**config.mk**
```make
export PLATFORM = sky130hd
export DESIGN_NAME = radio_frame_responder_top
export DESIGN_NICKNAME = d
export VERILOG_FILES = /design/src/sv/rfr_pkg.sv /design/src/sv/rfr_cfg_regs.sv /design/src/sv/rfr_core.sv /design/src/sv/radio_frame_responder_top.sv
export SDC_FILE = /design/constraint.sdc
export NUM_CORES = 1
export LEC_CHECK = 0
export ABC_AREA = 0
export BUFFER_PORTS_ARGS = -buffer_cell sky130_fd_sc_hd__buf_2
export CAP_MARGIN = 30
export CORE_MARGIN = 4
export CORE_UTILIZATION = 26
export CTS_BUF_LIST = sky130_fd_sc_hd__clkbuf_2 sky130_fd_sc_hd__clkbuf_4 sky130_fd_sc_hd__clkbuf_8
export CTS_CLUSTER_DIAMETER = 80
export DETAILED_ROUTE_END_ITERATION = 8
export GPL_ROUTABILITY_DRIVEN = 1
export REMOVE_ABC_BUFFERS = 1
export SYNTH_ARGS = -nofsm -noshare
export SYNTH_HDL_FRONTEND = slang
export SYNTH_SLANG_ARGS = --single-unit
```
**constraint.sdc**
```tcl
create_clock -name clk_i -period 7.2 [get_ports clk_i]
set_input_delay 0.36 -clock clk_i [delete_from_list [all_inputs] [get_ports clk_i]]
set_output_delay 0.36 -clock clk_i [all_outputs]
set_load 0.02 [all_outputs]
```
**src/sv/rfr_pkg.sv**
```systemverilog
// Shared types and constants for the radio frame responder.
package rfr_pkg;

  localparam int unsigned NumCfgRegs = 6;
  localparam int unsigned CfgIdxW    = 3;
  localparam int unsigned ByteW      = 8;
  localparam int unsigned ErrW       = 3;

  // Configuration register indexes
  typedef enum logic [CfgIdxW-1:0] {
    CFG_ECHO_HDR   = 3'd0,
    CFG_PARAM_HDR  = 3'd1,
    CFG_REPLY_HDR  = 3'd2,
    CFG_BEACON_SUB = 3'd3,
    CFG_PING_SUB   = 3'd4,
    CFG_NODE_ID    = 3'd5
  } cfg_idx_e;

  localparam logic [ByteW-1:0] EchoHdrRst   = 8'd1;
  localparam logic [ByteW-1:0] ParamHdrRst  = 8'd2;
  localparam logic [ByteW-1:0] ReplyHdrRst  = 8'd3;
  localparam logic [ByteW-1:0] BeaconSubRst = 8'd1;
  localparam logic [ByteW-1:0] PingSubRst   = 8'd2;
  localparam logic [ByteW-1:0] NodeIdRst    = 8'd1;

  // Error flag bit positions
  localparam int unsigned ErrHeaderBit = 0;
  localparam int unsigned ErrNodeBit   = 1;
  localparam int unsigned ErrSubcmdBit = 2;

  localparam logic [ByteW-1:0] GapMax = 8'd255;

  typedef struct packed {
    logic [ByteW-1:0] echo_header_code;
    logic [ByteW-1:0] param_header_code;
    logic [ByteW-1:0] reply_header_code;
    logic [ByteW-1:0] beacon_subcmd_code;
    logic [ByteW-1:0] ping_subcmd_code;
    logic [ByteW-1:0] own_node_id;
  } cfg_t;

  typedef struct packed {
    logic [ByteW-1:0] frame_header;
    logic [ByteW-1:0] master_id;
    logic [ByteW-1:0] target_id;
    logic [ByteW-1:0] sub_command;
    logic [ByteW-1:0] time_seconds;
    logic [ByteW-1:0] sequence_number;
    logic [ByteW-1:0] tick_count_in;
    logic [ByteW-1:0] link_rssi;
    logic [ByteW-1:0] link_snr;
  } frame_t;

  typedef struct packed {
    logic [ErrW-1:0]  error_flags;
    logic             reply_valid;
    logic [ByteW-1:0] reply_header;
    logic [ByteW-1:0] reply_master_id;
    logic [ByteW-1:0] reply_rssi;
    logic [ByteW-1:0] reply_snr;
    logic [ByteW-1:0] reply_sequence;
    logic [ByteW-1:0] seconds_now;
    logic [ByteW-1:0] ticks_now;
    logic [ByteW-1:0] lost_frames;
  } result_t;

endpackage

```
**src/sv/rfr_cfg_regs.sv**
```systemverilog
// Configuration register file for the frame responder.
module rfr_cfg_regs (
  input  logic                         clk_i,
  input  logic                         rst_ni,
  input  logic                         wr_en_i,
  input  logic [rfr_pkg::CfgIdxW-1:0]  wr_idx_i,
  input  logic [rfr_pkg::ByteW-1:0]    wr_data_i,
  output rfr_pkg::cfg_t                cfg_o
);
  import rfr_pkg::*;

  cfg_t cfg_q, cfg_d;

  always_comb begin
    cfg_d = cfg_q;
    if (wr_en_i) begin
      unique case (wr_idx_i)
        CFG_ECHO_HDR:   cfg_d.echo_header_code   = wr_data_i;
        CFG_PARAM_HDR:  cfg_d.param_header_code  = wr_data_i;
        CFG_REPLY_HDR:  cfg_d.reply_header_code  = wr_data_i;
        CFG_BEACON_SUB: cfg_d.beacon_subcmd_code = wr_data_i;
        CFG_PING_SUB:   cfg_d.ping_subcmd_code   = wr_data_i;
        CFG_NODE_ID:    cfg_d.own_node_id        = wr_data_i;
        default:        cfg_d = cfg_q; // drop writes past the last register
      endcase
    end
  end

  always_ff @(posedge clk_i or negedge rst_ni) begin
    if (!rst_ni) begin
      cfg_q.echo_header_code   <= EchoHdrRst;
      cfg_q.param_header_code  <= ParamHdrRst;
      cfg_q.reply_header_code  <= ReplyHdrRst;
      cfg_q.beacon_subcmd_code <= BeaconSubRst;
      cfg_q.ping_subcmd_code   <= PingSubRst;
      cfg_q.own_node_id        <= NodeIdRst;
    end else begin
      cfg_q <= cfg_d;
    end
  end

  assign cfg_o = cfg_q;

endmodule

```
**src/sv/rfr_core.sv**
```systemverilog
// Frame decode, time and sequence state, and result formation.
module rfr_core (
  input  logic              clk_i,
  input  logic              rst_ni,
  input  logic              fire_i,
  input  rfr_pkg::cfg_t     cfg_i,
  input  rfr_pkg::frame_t   frame_i,
  output rfr_pkg::result_t  result_o
);
  import rfr_pkg::*;

  logic [ByteW-1:0] seconds_q, seconds_d;
  logic [ByteW-1:0] ticks_q, ticks_d;
  logic [ByteW-1:0] exp_seq_q, exp_seq_d;
  logic [ByteW-1:0] gap_q, gap_d;

  logic is_echo, is_param, node_ok, beacon, ping;

  always_comb begin
    // echo wins when both header codes are equal
    is_echo  = (frame_i.frame_header == cfg_i.echo_header_code);
    is_param = !is_echo && (frame_i.frame_header == cfg_i.param_header_code);
    node_ok  = (frame_i.target_id == cfg_i.own_node_id);
    beacon   = is_echo && (frame_i.sub_command == cfg_i.beacon_subcmd_code);
    ping     = is_param && node_ok && (frame_i.sub_command == cfg_i.ping_subcmd_code);

    seconds_d = beacon ? frame_i.time_seconds  : seconds_q;
    ticks_d   = beacon ? frame_i.tick_count_in : ticks_q;
    exp_seq_d = ping ? frame_i.sequence_number + 8'd1 : exp_seq_q;
    gap_d     = gap_q;
    if (ping && (exp_seq_q != frame_i.sequence_number) && (gap_q != GapMax)) begin
      gap_d = gap_q + 8'd1;
    end

    result_o = '0;
    result_o.error_flags[ErrHeaderBit] = !is_echo && !is_param;
    result_o.error_flags[ErrNodeBit]   = is_param && !node_ok;
    result_o.error_flags[ErrSubcmdBit] = (is_echo && !beacon)
                                       || (is_param && node_ok && !ping);
    result_o.reply_valid = ping;
    if (ping) begin
      result_o.reply_header    = cfg_i.reply_header_code;
      result_o.reply_master_id = frame_i.master_id;
      result_o.reply_rssi      = frame_i.link_rssi;
      result_o.reply_snr       = frame_i.link_snr;
      result_o.reply_sequence  = frame_i.sequence_number;
    end
    result_o.seconds_now = seconds_d;
    result_o.ticks_now   = ticks_d;
    result_o.lost_frames = gap_d;
  end

  always_ff @(posedge clk_i or negedge rst_ni) begin
    if (!rst_ni) begin
      seconds_q <= '0;
      ticks_q   <= '0;
      exp_seq_q <= '0;
      gap_q     <= '0;
    end else if (fire_i) begin
      seconds_q <= seconds_d;
      ticks_q   <= ticks_d;
      exp_seq_q <= exp_seq_d;
      gap_q     <= gap_d;
    end
  end

endmodule

```
**src/sv/radio_frame_responder_top.sv**
```systemverilog
// Top level of the radio frame responder: handshake, input and result registers.
//
// Slave stream: one transaction carries the decoded fields of one received
// frame plus link RSSI and SNR. Master stream: one result per frame with the
// error flags, the reply frame fields (zero when no reply is due) and the
// seconds, tick and lost-frame counters after the frame.
// Configuration channel: cfg_valid_i/cfg_ready_o with a register index and
// 8-bit data; write only while no frame is in flight. Indexes past the last
// register are ignored.
// Result path: an accepted frame is captured in the input register, which feeds
// the decode; the result register captures the decode output when the held
// frame advances. Throughput: one frame per cycle while the receiver keeps
// m_axis_tready high; the decode and counter update is a single compare-and-update
// step between the input register and the result register.
// Reset: the counters clear, the code registers load their defaults and both
// pipeline registers empty. When the receiver stalls, the result register
// holds, the input register fills behind it, and then s_axis_tready drops.
module radio_frame_responder_top (
  input  logic                         clk_i,
  input  logic                         rst_ni,
  // tdata: master_id, target_id, sub_command, time_seconds, sequence_number,
  //        tick_count_in, link_rssi, link_snr (8 bits each, lowest first)
  input  logic [63:0]                  s_axis_tdata,
  // tuser: frame_header[7:0]
  input  logic [7:0]                   s_axis_tuser,
  input  logic                         s_axis_tvalid,
  output logic                         s_axis_tready,
  // tdata: reply_header, reply_master_id, reply_rssi, reply_snr,
  //        reply_sequence, seconds_now, ticks_now, lost_frames (8 bits each)
  output logic [63:0]                  m_axis_tdata,
  // tuser: error_flags[2:0], reply_valid[3]
  output logic [3:0]                   m_axis_tuser,
  output logic                         m_axis_tvalid,
  input  logic                         m_axis_tready,
  input  logic                         cfg_valid_i,
  output logic                         cfg_ready_o,
  input  logic [rfr_pkg::CfgIdxW-1:0]  cfg_index_i,
  input  logic [rfr_pkg::ByteW-1:0]    cfg_data_i
);
  import rfr_pkg::*;

  cfg_t    cfg;
  frame_t  in_q, in_d;
  logic    in_valid_q;
  result_t res;
  result_t out_q;
  logic    out_valid_q;
  logic    advance, in_take;

  assign cfg_ready_o = 1'b1;

  rfr_cfg_regs u_cfg (
    .clk_i     (clk_i),
    .rst_ni    (rst_ni),
    .wr_en_i   (cfg_valid_i),
    .wr_idx_i  (cfg_index_i),
    .wr_data_i (cfg_data_i),
    .cfg_o     (cfg)
  );

  // advance the held frame when the result register is free or draining
  assign advance       = in_valid_q && (!out_valid_q || m_axis_tready);
  assign s_axis_tready = !in_valid_q || advance;
  assign in_take       = s_axis_tvalid && s_axis_tready;

  always_comb begin
    in_d.frame_header    = s_axis_tuser;
    in_d.master_id       = s_axis_tdata[7:0];
    in_d.target_id       = s_axis_tdata[15:8];
    in_d.sub_command     = s_axis_tdata[23:16];
    in_d.time_seconds    = s_axis_tdata[31:24];
    in_d.sequence_number = s_axis_tdata[39:32];
    in_d.tick_count_in   = s_axis_tdata[47:40];
    in_d.link_rssi       = s_axis_tdata[55:48];
    in_d.link_snr        = s_axis_tdata[63:56];
  end

  rfr_core u_core (
    .clk_i    (clk_i),
    .rst_ni   (rst_ni),
    .fire_i   (advance),
    .cfg_i    (cfg),
    .frame_i  (in_q),
    .result_o (res)
  );

  always_ff @(posedge clk_i or negedge rst_ni) begin
    if (!rst_ni) begin
      in_valid_q  <= 1'b0;
      out_valid_q <= 1'b0;
    end else begin
      if (s_axis_tready) begin
        in_valid_q <= s_axis_tvalid;
      end
      if (advance) begin
        out_valid_q <= 1'b1;
      end else if (m_axis_tready) begin
        out_valid_q <= 1'b0;
      end
    end
  end

  always_ff @(posedge clk_i) begin
    if (in_take) begin
      in_q <= in_d;
    end
    if (advance) begin
      out_q <= res;
    end
  end

  assign m_axis_tvalid = out_valid_q;
  assign m_axis_tuser  = {out_q.reply_valid, out_q.error_flags};
  assign m_axis_tdata  = {out_q.lost_frames, out_q.ticks_now, out_q.seconds_now,
                          out_q.reply_sequence, out_q.reply_snr, out_q.reply_rssi,
                          out_q.reply_master_id, out_q.reply_header};

endmodule

```
After elaboration in Yosys (flattened, before gate mapping)
Cells that the tools add are included.
Widths: inputs -> output; s select.
- register bits: 222
- input port bits: 88
- logic and storage cells: 81
- output and inout port bits: 71
- add/sub/neg operators: 2
- equal/unequal tests: 12
- reduce and logical (&&, ||, !) cells: 31
- mux-type cells: 5
- operators by type and width (operator ; number):
    $eq 8x8->1 ; 5
    $mux 8 ; 3
    $add 8x1->8 const B ; 2
    $reduce_and 2->1 ; 7
    $logic_and 1x1->1 ; 12
    $ne 8x8->1 ; 1
    $ne 8x8->1 const B ; 1
    $logic_not 1->1 ; 7
    $eq 3x2->1 const B ; 2
    $eq 3x3->1 const B ; 2
    $eq 3x1->1 const B ; 1
    $logic_not 3->1 ; 1
    $logic_or 1x1->1 ; 3
    $mux 1 ; 2
    $reduce_bool 2->1 ; 1

Longest topological paths before layout
Gate-level depths: netlist of run 1.
- depth after elaboration: 8
- mapped depth: 8
- mapped depth without buffers: 7

Hierarchy
A second synthesis of run 1 with hierarchy kept.
- cells, all modules: 515
- area, all modules: 8727.1 µm²
- modules (own cells, without submodules) (module ; area each (µm²) ; cells an instance ; sequential area each (µm²) ; instances):
    radio_frame_responder_top ; 4319.1 ; 150 ; 4254.1 ; 1
    rfr_core ; 2566.2 ; 259 ; 800.8 ; 1
    rfr_cfg_regs ; 1841.8 ; 106 ; 1209.9 ; 1

Worst setup path after synthesis of run 1
Ideal clock, no wire load.
- path kind: flip-flop to flip-flop
- start point: register out_valid_q, in the netlist m_axis_tvalid
- end point: register u_core.gap_q[3]
- path slack: 3.660 ns
- arrival time: 3.411 ns
- stages on the path, launching flop included: 7
- clock period less this slack: 3.540 ns
- cell sequence: dfrtp_1 nand2b_1 and2_1 clkbuf_1 clkbuf_1 nand4_1 xnor2_1
- word-level cells in the longest chain between the ends: 3
- RTL lines (item ; line ; source):
    start: declaration ; radio_frame_responder_top.sv:47 ; logic out_valid_q;
    start signal: assignment ; radio_frame_responder_top.sv:90 ; out_valid_q <= 1'b0;
    start signal: assignment ; radio_frame_responder_top.sv:96 ; out_valid_q <= 1'b1;
    start signal: assignment ; radio_frame_responder_top.sv:98 ; out_valid_q <= 1'b0;
    $logic_not 1->1 ; radio_frame_responder_top.sv:62 ; assign advance = in_valid_q && (!out_valid_q || m_axis_tready);
    $logic_or 1x1->1 ; radio_frame_responder_top.sv:62 ;
    $logic_and 1x1->1 ; radio_frame_responder_top.sv:62 ;
    named net advance ; radio_frame_responder_top.sv:48 ; logic advance, in_take;
    end signal: assignment ; rfr_core.sv:63 ; gap_q <= gap_d;
    end: declaration ; rfr_core.sv:15 ; logic [ByteW-1:0] gap_q, gap_d;
The timed path passes the listed nets, and every way through them passes these cells.
A chain may end at the register's enable or synchronous reset.

Worst setup path after layout of run 1
- start point: register u_cfg.cfg_q (netlist bit u_cfg.cfg_o[9])
- end point: register u_core.exp_seq_q[1]
- word-level cells in the longest chain between the ends: 3
- RTL lines (item ; line ; source):
    start: declaration ; rfr_cfg_regs.sv:12 ; cfg_t cfg_q, cfg_d;
    start signal: assignment ; rfr_cfg_regs.sv:38 ; cfg_q <= cfg_d;
    $eq 8x8->1 ; rfr_core.sv:25 ; ping = is_param && node_ok && (frame_i.sub_command == cfg_i.ping_subcmd_code);
    $logic_and 1x1->1 ; rfr_core.sv:25 ;
    $reduce_and 2->1 (no line) ; - ;
    end signal: assignment ; rfr_core.sv:62 ; exp_seq_q <= exp_seq_d;
    end: declaration ; rfr_core.sv:14 ; logic [ByteW-1:0] exp_seq_q, exp_seq_d;
Every way passes these cells.

==> results.ini, run 1 <==
[power]
irDropWorstVdd_mv=0.144
power-per-cell-area_nw_per_um2=270
p_leak_nw=4.71

[placed_design]
placement.cell_area_um2=9970
dpl.hpwl_um=12500
port_buffers=157
place_worst_setup_slack_ns=4.31
globalplace.congestion=0.724

[sta]
max_freq_mhz=347
setup_viol_count_final=0
final_clock_skew_ns=0.0211
timing.final.crit_share=0.400
final-max-slew-violation-count=0
setup_repair_after_global_routing_missed_its_margin=false
hold_viol=0
worst_pin_slew_ns=0.893
min_period_ns=2.88
totalNegativeSetupSlack_ns=0
layout_setup_ws_ns=4.32
finalHoldWorstSlack_ns=0.117
tightest_slew_margin_relative_to_the_limit=0.404

[finish]
post_route_cells_drive_above_1_share=0.402
area_delta_synth_final_pct=33.9
fin_nets=868
fin_area_um2=11600
antenna_cells_inserted=0
layout.filler_cells=3187
multi_input_comb_area_um2=2330
storage_element_area_um2=6260

[route]
route.antenna.remaining_nets=0
detailedRoute.firstIterationViolations=179
vias=5069
totalWireLength_um=19700
via_per_inst=4.05
drt-wirelength-per-cell_um=15.7
post-route-drc-count=0
detail_route.first_pass.iterations=4

[clocking]
cts_made_buffers=42
clkTransAtPathRegs_ns=0.06
cts-root-to-sink-buffers=3
postCtsResizedCells=0
clock_insertion_delay_worst_skew_ns=0.54
tritoncts_clock_tree=done
htree_num_levels=2
clock-root-buffer=clkbuf_8
numClockSinks=222

[die]
die_width_um=191
ios=159
die_h_um=191
fp.coreArea_um2=32700
die-area_um2=36300
num_rows=66
start_util=0.265

[yosys]
ys_ff_latch=222
synthesis.area_per_instance_um2=16.8
synth.cell_area_um2=8660
synthMostInstantiatedCell=edfxtp_1
synth.largest_area_cell=edfxtp_1
post_synth_inst_count=516
ys_async_sr_fraction=0.369
synth_edf_count=140
yosys_warning_count=0
synth.area.top_cells=edfxtp_1 49%, dfrtp_1 22%, mux2_2 11%, xnor2_1 4.8%, and2_1 3.3%
synth_top_area_share=0.485
synth.lib_cells_used.distinct=29
synth_ff_type=edfxtp_1
synth_seq_area_share=0.723
yosys-top-cells-count=140 x edfxtp_1, 83 x mux2_2, 75 x dfrtp_1, 47 x xnor2_1, 45 x and2_1

[setup_path]
path_max_fanout=62
crit_slowest_cell=buf_4
startpoint_type=register
worst_setup_path_end_kind=register
timing_worst_setup_path_type=reg -> reg
worst-endpoint-arrival_ns=3.29
crit_path_max_incr_delay_ns=0.54
crit_chain=xor2_1, nor4_1, nand2_1, nor4bb_4, buf_4, and2_1, mux2_1
worstPathRequired_ns=7.61

[flow_run]
cap_violations=0

[global_routing]
via_count_of_the_first_global_routing_pass=5501
grt-ovfl-total=0
grt_pass1_wl_um=31000
globalRouteTotalUtil=0.110
initial_antenna_violation_count=0
maximum_number_of_pins_on_one_net_before_global_route_repair=63

[hold_path]
min-delay-path-class=in -> reg

[status]
outcome=complete, no violations

where the power goes:
| group | switching, mW | internal (mW) |
|---|---|---|
| Combinational | 0.146 | 0.150 |
| Clock | 0.531 | 0.765 |
| Sequential | 0.0589 | 1.49 |
| Total | 0.736 | 2.40 |
area by class of cell:
type,count,share of cell area
sequential,222,0.540
multi-input combinational,276,0.201
timing repair buffer,235,0.134
clock buffer,54,0.0587
tap,442,0.0477
clock inverter,23,0.0180
inverter,1,0.000324
sequential cells by signal, summed over array words and instances, names as in the netlist:
| name | count |
|---|---|
| u_core.ticks_q | 8 |
| u_core.gap_q | 8 |
| m_axis_tvalid | 1 |
| in_valid_q | 1 |
| in_q | 72 |
| u_cfg.cfg_o | 48 |
| m_axis_tdata | 64 |
| m_axis_tuser | 4 |
| u_core.exp_seq_q | 8 |
| u_core.seconds_q | 8 |
layout by cell type (no fill, tap or decap), types with 8 or more instances in the layout:
master and instances:
a21oi_1 12, nand4_1 15, mux2_2 83, clkinv_1 9, nand3_1 11, xnor2_1 47
buf_2 156, xor2_1 19, edfxtp_1 140, clkinv_2 8, and2_1 43, clkbuf_8 44
dlygate4sd3_1 74, dfrtp_1 75, clkbuf_4 10
kinds of logic after synthesis:
group	Yosys count	share of synthesized area
compound gates	12	0.00693
xor+xnor	66	0.0667
fa+ha+maj	2	0.00289
buf+inv	18	0.0104
flops	222	0.723
mux	87	0.113
other cells	1	0.000433
simple gates	108	0.0764
final timing paths:
path                       cells after the start                               to  slack, ns                       start
setup / recovery                               7  u_core.exp_seq_q[1]$_DFFE_PN0P_       4.32  u_cfg.cfg_o[9]$_DFFE_PN1P_
hold / removal                                 3        m_axis_tvalid$_DFFE_PN0P_       0.12               m_axis_tready
setup reg to reg                               7  u_core.exp_seq_q[1]$_DFFE_PN0P_       4.32  u_cfg.cfg_o[9]$_DFFE_PN1P_
hold reg to reg                                1        m_axis_tvalid$_DFFE_PN0P_       0.49      in_valid_q$_DFFE_PN0N_
max in group asynchronous                      3      u_cfg.cfg_o[30]$_DFFE_PN0P_       5.77                      rst_ni
min in group asynchronous                      2  u_core.seconds_q[3]$_DFFE_PN0P_       0.28                      rst_ni
through the flow:
step / power [mW] / std cells / util
after floorplan: 1.73 / 499 / -
after global placement: 1.84 / 1102 / 0.305
after detailed placement: 1.84 / 1102 / 0.305
after CTS: 3.20 / 1253 / 0.355
after global routing: 3.29 / 1253 / 0.355
final: 3.14 / 1253 / 0.355
repair_timing:
item	in CTS	in global routing
hold buffers	74	0
setup endpoints to repair	0	0
endpoints found under the hold margin	95	0
buffers inserted	0	0
routing by layer:
metal  wire [um]  vias up  GRT usage
met4         605        0     0.0428
met3         926       47     0.0269
met1        8250     2488      0.136
met2        9940      123      0.188
li1            -     2411          -
met5           0        -          0
critical path, delay by kind of cell (launching register included):
kind / cells / cell delay, ns
xor gates and xnor gates: 1 / 0.06
buffers and inverters: 1 / 0.54
DFF: 1 / 0.53
muxes: 1 / 0.36
and+or+nand+nor: 4 / 1.22
Power figures use the tool's default switching activity.
==> run 2, diff against run 1 <==
--- a/config.mk
+++ b/config.mk
@@ -5,7 +5,7 @@
 export SDC_FILE = /design/constraint.sdc
 export NUM_CORES = 1
 export LEC_CHECK = 0
-export ABC_AREA = 0
+export ABC_AREA = 1
 export BUFFER_PORTS_ARGS = -buffer_cell sky130_fd_sc_hd__buf_2
 export CAP_MARGIN = 30
 export CORE_MARGIN = 4
==> constraint.sdc (replaced) <==
create_clock -name clk_i -period 2.5 [get_ports clk_i]
set_input_delay 0.125 -clock clk_i [delete_from_list [all_inputs] [get_ports clk_i]]
set_output_delay 0.125 -clock clk_i [all_outputs]
set_load 0.02 [all_outputs]
==> run 2 against run 1 <==
Against the previous run: clock skew increased by 0.0067 ns; wire length increased by 12%; non-clock buffer count increased by 11; sequential power increased to 3.1 times the previous value; clock-buffer cell count unchanged; register-to-register slack got worse by 3.9 ns; sequential cell count unchanged; critical endpoint is now m_axis_tdata[5]$_SDFFCE_PN0P_; via count increased by 28%; final cell count increased by 25%; clock power increased by 150%; core utilization decreased by 0.22 points; first-iteration DRC count increased by 40%.
==> results.ini, run 2 <==
[status]
outcome=complete, no violations

[sta]
setup_repair_after_global_routing_missed_its_margin=false
min_period_ns=2.11
layout_setup_ws_ns=0.393
final_clock_skew_ns=0.0278
tightest_slew_margin_relative_to_the_limit=0.582
finalHoldWorstSlack_ns=0.0215
final-max-slew-violation-count=0
max_freq_mhz=475
totalNegativeSetupSlack_ns=0
hold_viol=0
setup_viol_count_final=0
timing.final.crit_share=0.843
worst_pin_slew_ns=0.626

[yosys]
synth_ff_type=edfxtp_1
synth.area.top_cells=edfxtp_1 47%, dfrtp_1 21%, nand2_1 8.5%, inv_1 4.4%, nor2_1 3.7%
synth.largest_area_cell=edfxtp_1
synth_edf_count=140
ys_ff_latch=222
synth_top_area_share=0.466
yosys-top-cells-count=204 x nand2_1, 140 x edfxtp_1, 106 x inv_1, 88 x nor2_1, 75 x dfrtp_1
yosys_warning_count=0
post_synth_inst_count=822
synthesis.area_per_instance_um2=11.0
ys_async_sr_fraction=0.369
largest_family_of_logic_cells_by_synthesized_area=simple AND/OR/NAND/NOR gates
synth.mux.area_fraction=0
synth.cell_area_um2=9020
synthMostInstantiatedCell=nand2_1
synthSimpleGateAreaFrac=0.170
synth_seq_area_share=0.695
synth_compound_gate_area_share=0.0437
yosys.area_share.adder=0.00277
synth.lib_cells_used.distinct=37
synthXorXnorAreaFrac=0.0320

[clocking]
clock_insertion_delay_worst_skew_ns=0.52
clock-root-buffer=clkbuf_8
numClockSinks=222
cts_made_buffers=39
clkTransAtPathRegs_ns=0.06
post-cts-setup-buffer-count=0
cts-root-to-sink-buffers=3
tritoncts_clock_tree=done
htree_num_levels=2

[finish]
most-common-layout-cells=204 x nand2_1, 156 x buf_2, 140 x edfxtp_1, 104 x inv_1, 88 x nor2_1
storage_element_area_um2=6260
antenna_cells_inserted=0
multi_input_comb_area_um2=2250
layout.cells.most_common=nand2_1
layout.filler_cells=3409
fin_area_um2=11900
flip_flop_count_of_the_largest_register_all_copies_and_words_added=72
post_route_cells_drive_above_1_share=0.226
area_delta_synth_final_pct=32.3
fin_nets=1179
largest_register=in_q

[global_routing]
grt_pass1_wl_um=34900
via_count_of_the_first_global_routing_pass=6441
globalRouteTotalUtil=0.115
initial_antenna_violation_count=0
maximum_number_of_pins_on_one_net_before_global_route_repair=59
grt-ovfl-total=0

[die]
ios=159
start_util=0.266
fp.coreArea_um2=33900
die-area_um2=37700
num_rows=67
die_h_um=194
die_width_um=194

[power]
switching_power_mw=2.62
p_int_mw=6.85
power.share.sequential=0.506
combPwrFrac=0.152
power_frac_clock=0.341
irDropWorstVdd_mv=0.346
netSwitchingFraction=0.276
p_leak_nw=5.34
power-per-cell-area_nw_per_um2=794

[route]
drt-wirelength-per-cell_um=14.0
vias=6472
detail_route.first_pass.iterations=5
via_per_inst=4.13
post-route-drc-count=0
detailedRoute.firstIterationViolations=251
totalWireLength_um=22000
route.antenna.remaining_nets=0

[placed_design]
port_buffers=157
placement.cell_area_um2=10400
place_worst_setup_slack_ns=0.406
globalplace.congestion=0.809
dpl.hpwl_um=14900

[setup_path]
path_max_fanout=30
worst_setup_path_end_kind=register
crit_slowest_cell=dfstp_2
crit_path_max_incr_delay_ns=0.54
startpoint_type=register
worst_path_most_repeated_cell=nand2_1
crit_chain=inv_1, nand2_1, nand2_1, nor2_1, nand2_1, nor2_2, nand3_4, nor2_8, inv_4, buf_4, nor2_1
timing_worst_setup_path_type=reg -> reg
worst-endpoint-arrival_ns=2.46
worstPathRequired_ns=2.86

[hold_path]
min-delay-path-class=in -> reg

[flow_run]
cap_violations=0

## run 2: cell count changes after synthesis, sizes merged, moves of 35 or more
cell,delta
nand2,+200
and2,-39
o21ai,+55
xnor2,-35
nor2,+86
inv,+107
mux2,-85
## run 2: through the flow
step / total power, mW / util / cells
final: 9.47 / 0.352 / 1567
after global placement: 6.19 / 0.307 / 1417
after CTS: 9.63 / 0.352 / 1567
after global routing: 10.0 / 0.352 / 1567
after floorplan: 5.70 / - / 802
after detailed placement: 6.24 / 0.307 / 1417
## run 2: cell type report
type / count / area share
tap: 448 / 0.0470
clock inverter: 17 / 0.00629
inverter: 109 / 0.0348
multi-input combinational: 471 / 0.188
clock buffer: 54 / 0.0570
timing repair buffer: 246 / 0.142
sequential: 222 / 0.525
## run 2: path summary, 6_finish.rpt
path,start,to,slack [ns],cells past startpoint
max,u_cfg.cfg_o[0]$_DFFE_PN1P_,m_axis_tdata[5]$_SDFFCE_PN0P_,0.39,11
min,cfg_data_i[2],u_cfg.cfg_o[42]$_DFFE_PN0P_,0.02,3
max reg2reg,u_cfg.cfg_o[0]$_DFFE_PN1P_,m_axis_tdata[5]$_SDFFCE_PN0P_,0.39,11
min reg2reg,u_cfg.cfg_o[31]$_DFFE_PN0P_,u_cfg.cfg_o[31]$_DFFE_PN0P_,0.49,2
max in group asynchronous,rst_ni,u_cfg.cfg_o[16]$_DFFE_PN1P_,1.63,3
min in group asynchronous,rst_ni,u_cfg.cfg_o[2]$_DFFE_PN0P_,0.16,2
## run 2: power by group through the flow
stage	registers [mW]	clock network, mW	logic (mW)
after floorplan	5.03	0	0.678
final	4.79	3.23	1.44
after global placement	4.86	0	1.33
after detailed placement	4.87	0	1.37
after CTS	4.80	3.36	1.47
after global routing	4.86	3.55	1.63
## run 2: worst max-delay path, delay by kind of cell, from the launching register on
| kind | cells | cell delay [ns] |
|---|---|---|
| and+or+nand+nor | 8 | 0.96 |
| DFF | 1 | 0.54 |
| buffers and inverters | 3 | 0.43 |
## run 2: kinds of logic (layout without fill, tap and decap cells)
group	after synthesis	in the layout
other	1	1
XOR/XNOR	33	33
adder cells (fa/ha/maj)	2	2
buffers and inverters	129	426
AND/OR/NAND/NOR	361	361
flip-flops	222	222
AO/OA/AOI/OAI	74	74
## run 2: repair_timing
action | CTS | global route
hold buffers | 79 | 0
hold endpoints to repair | 116 | 0
gates resized for setup | 0 | 0
## run 2: per-layer routing
| metal | vias up | part of all wire | GRT usage |
|---|---|---|---|
| met5 | - | 0 | 0 |
| met4 | 0 | 0.035 | 0.0432 |
| met3 | 47 | 0.047 | 0.0252 |
| met2 | 162 | 0.48 | 0.191 |
| met1 | 3047 | 0.44 | 0.147 |
| li1 | 3216 | - | - |
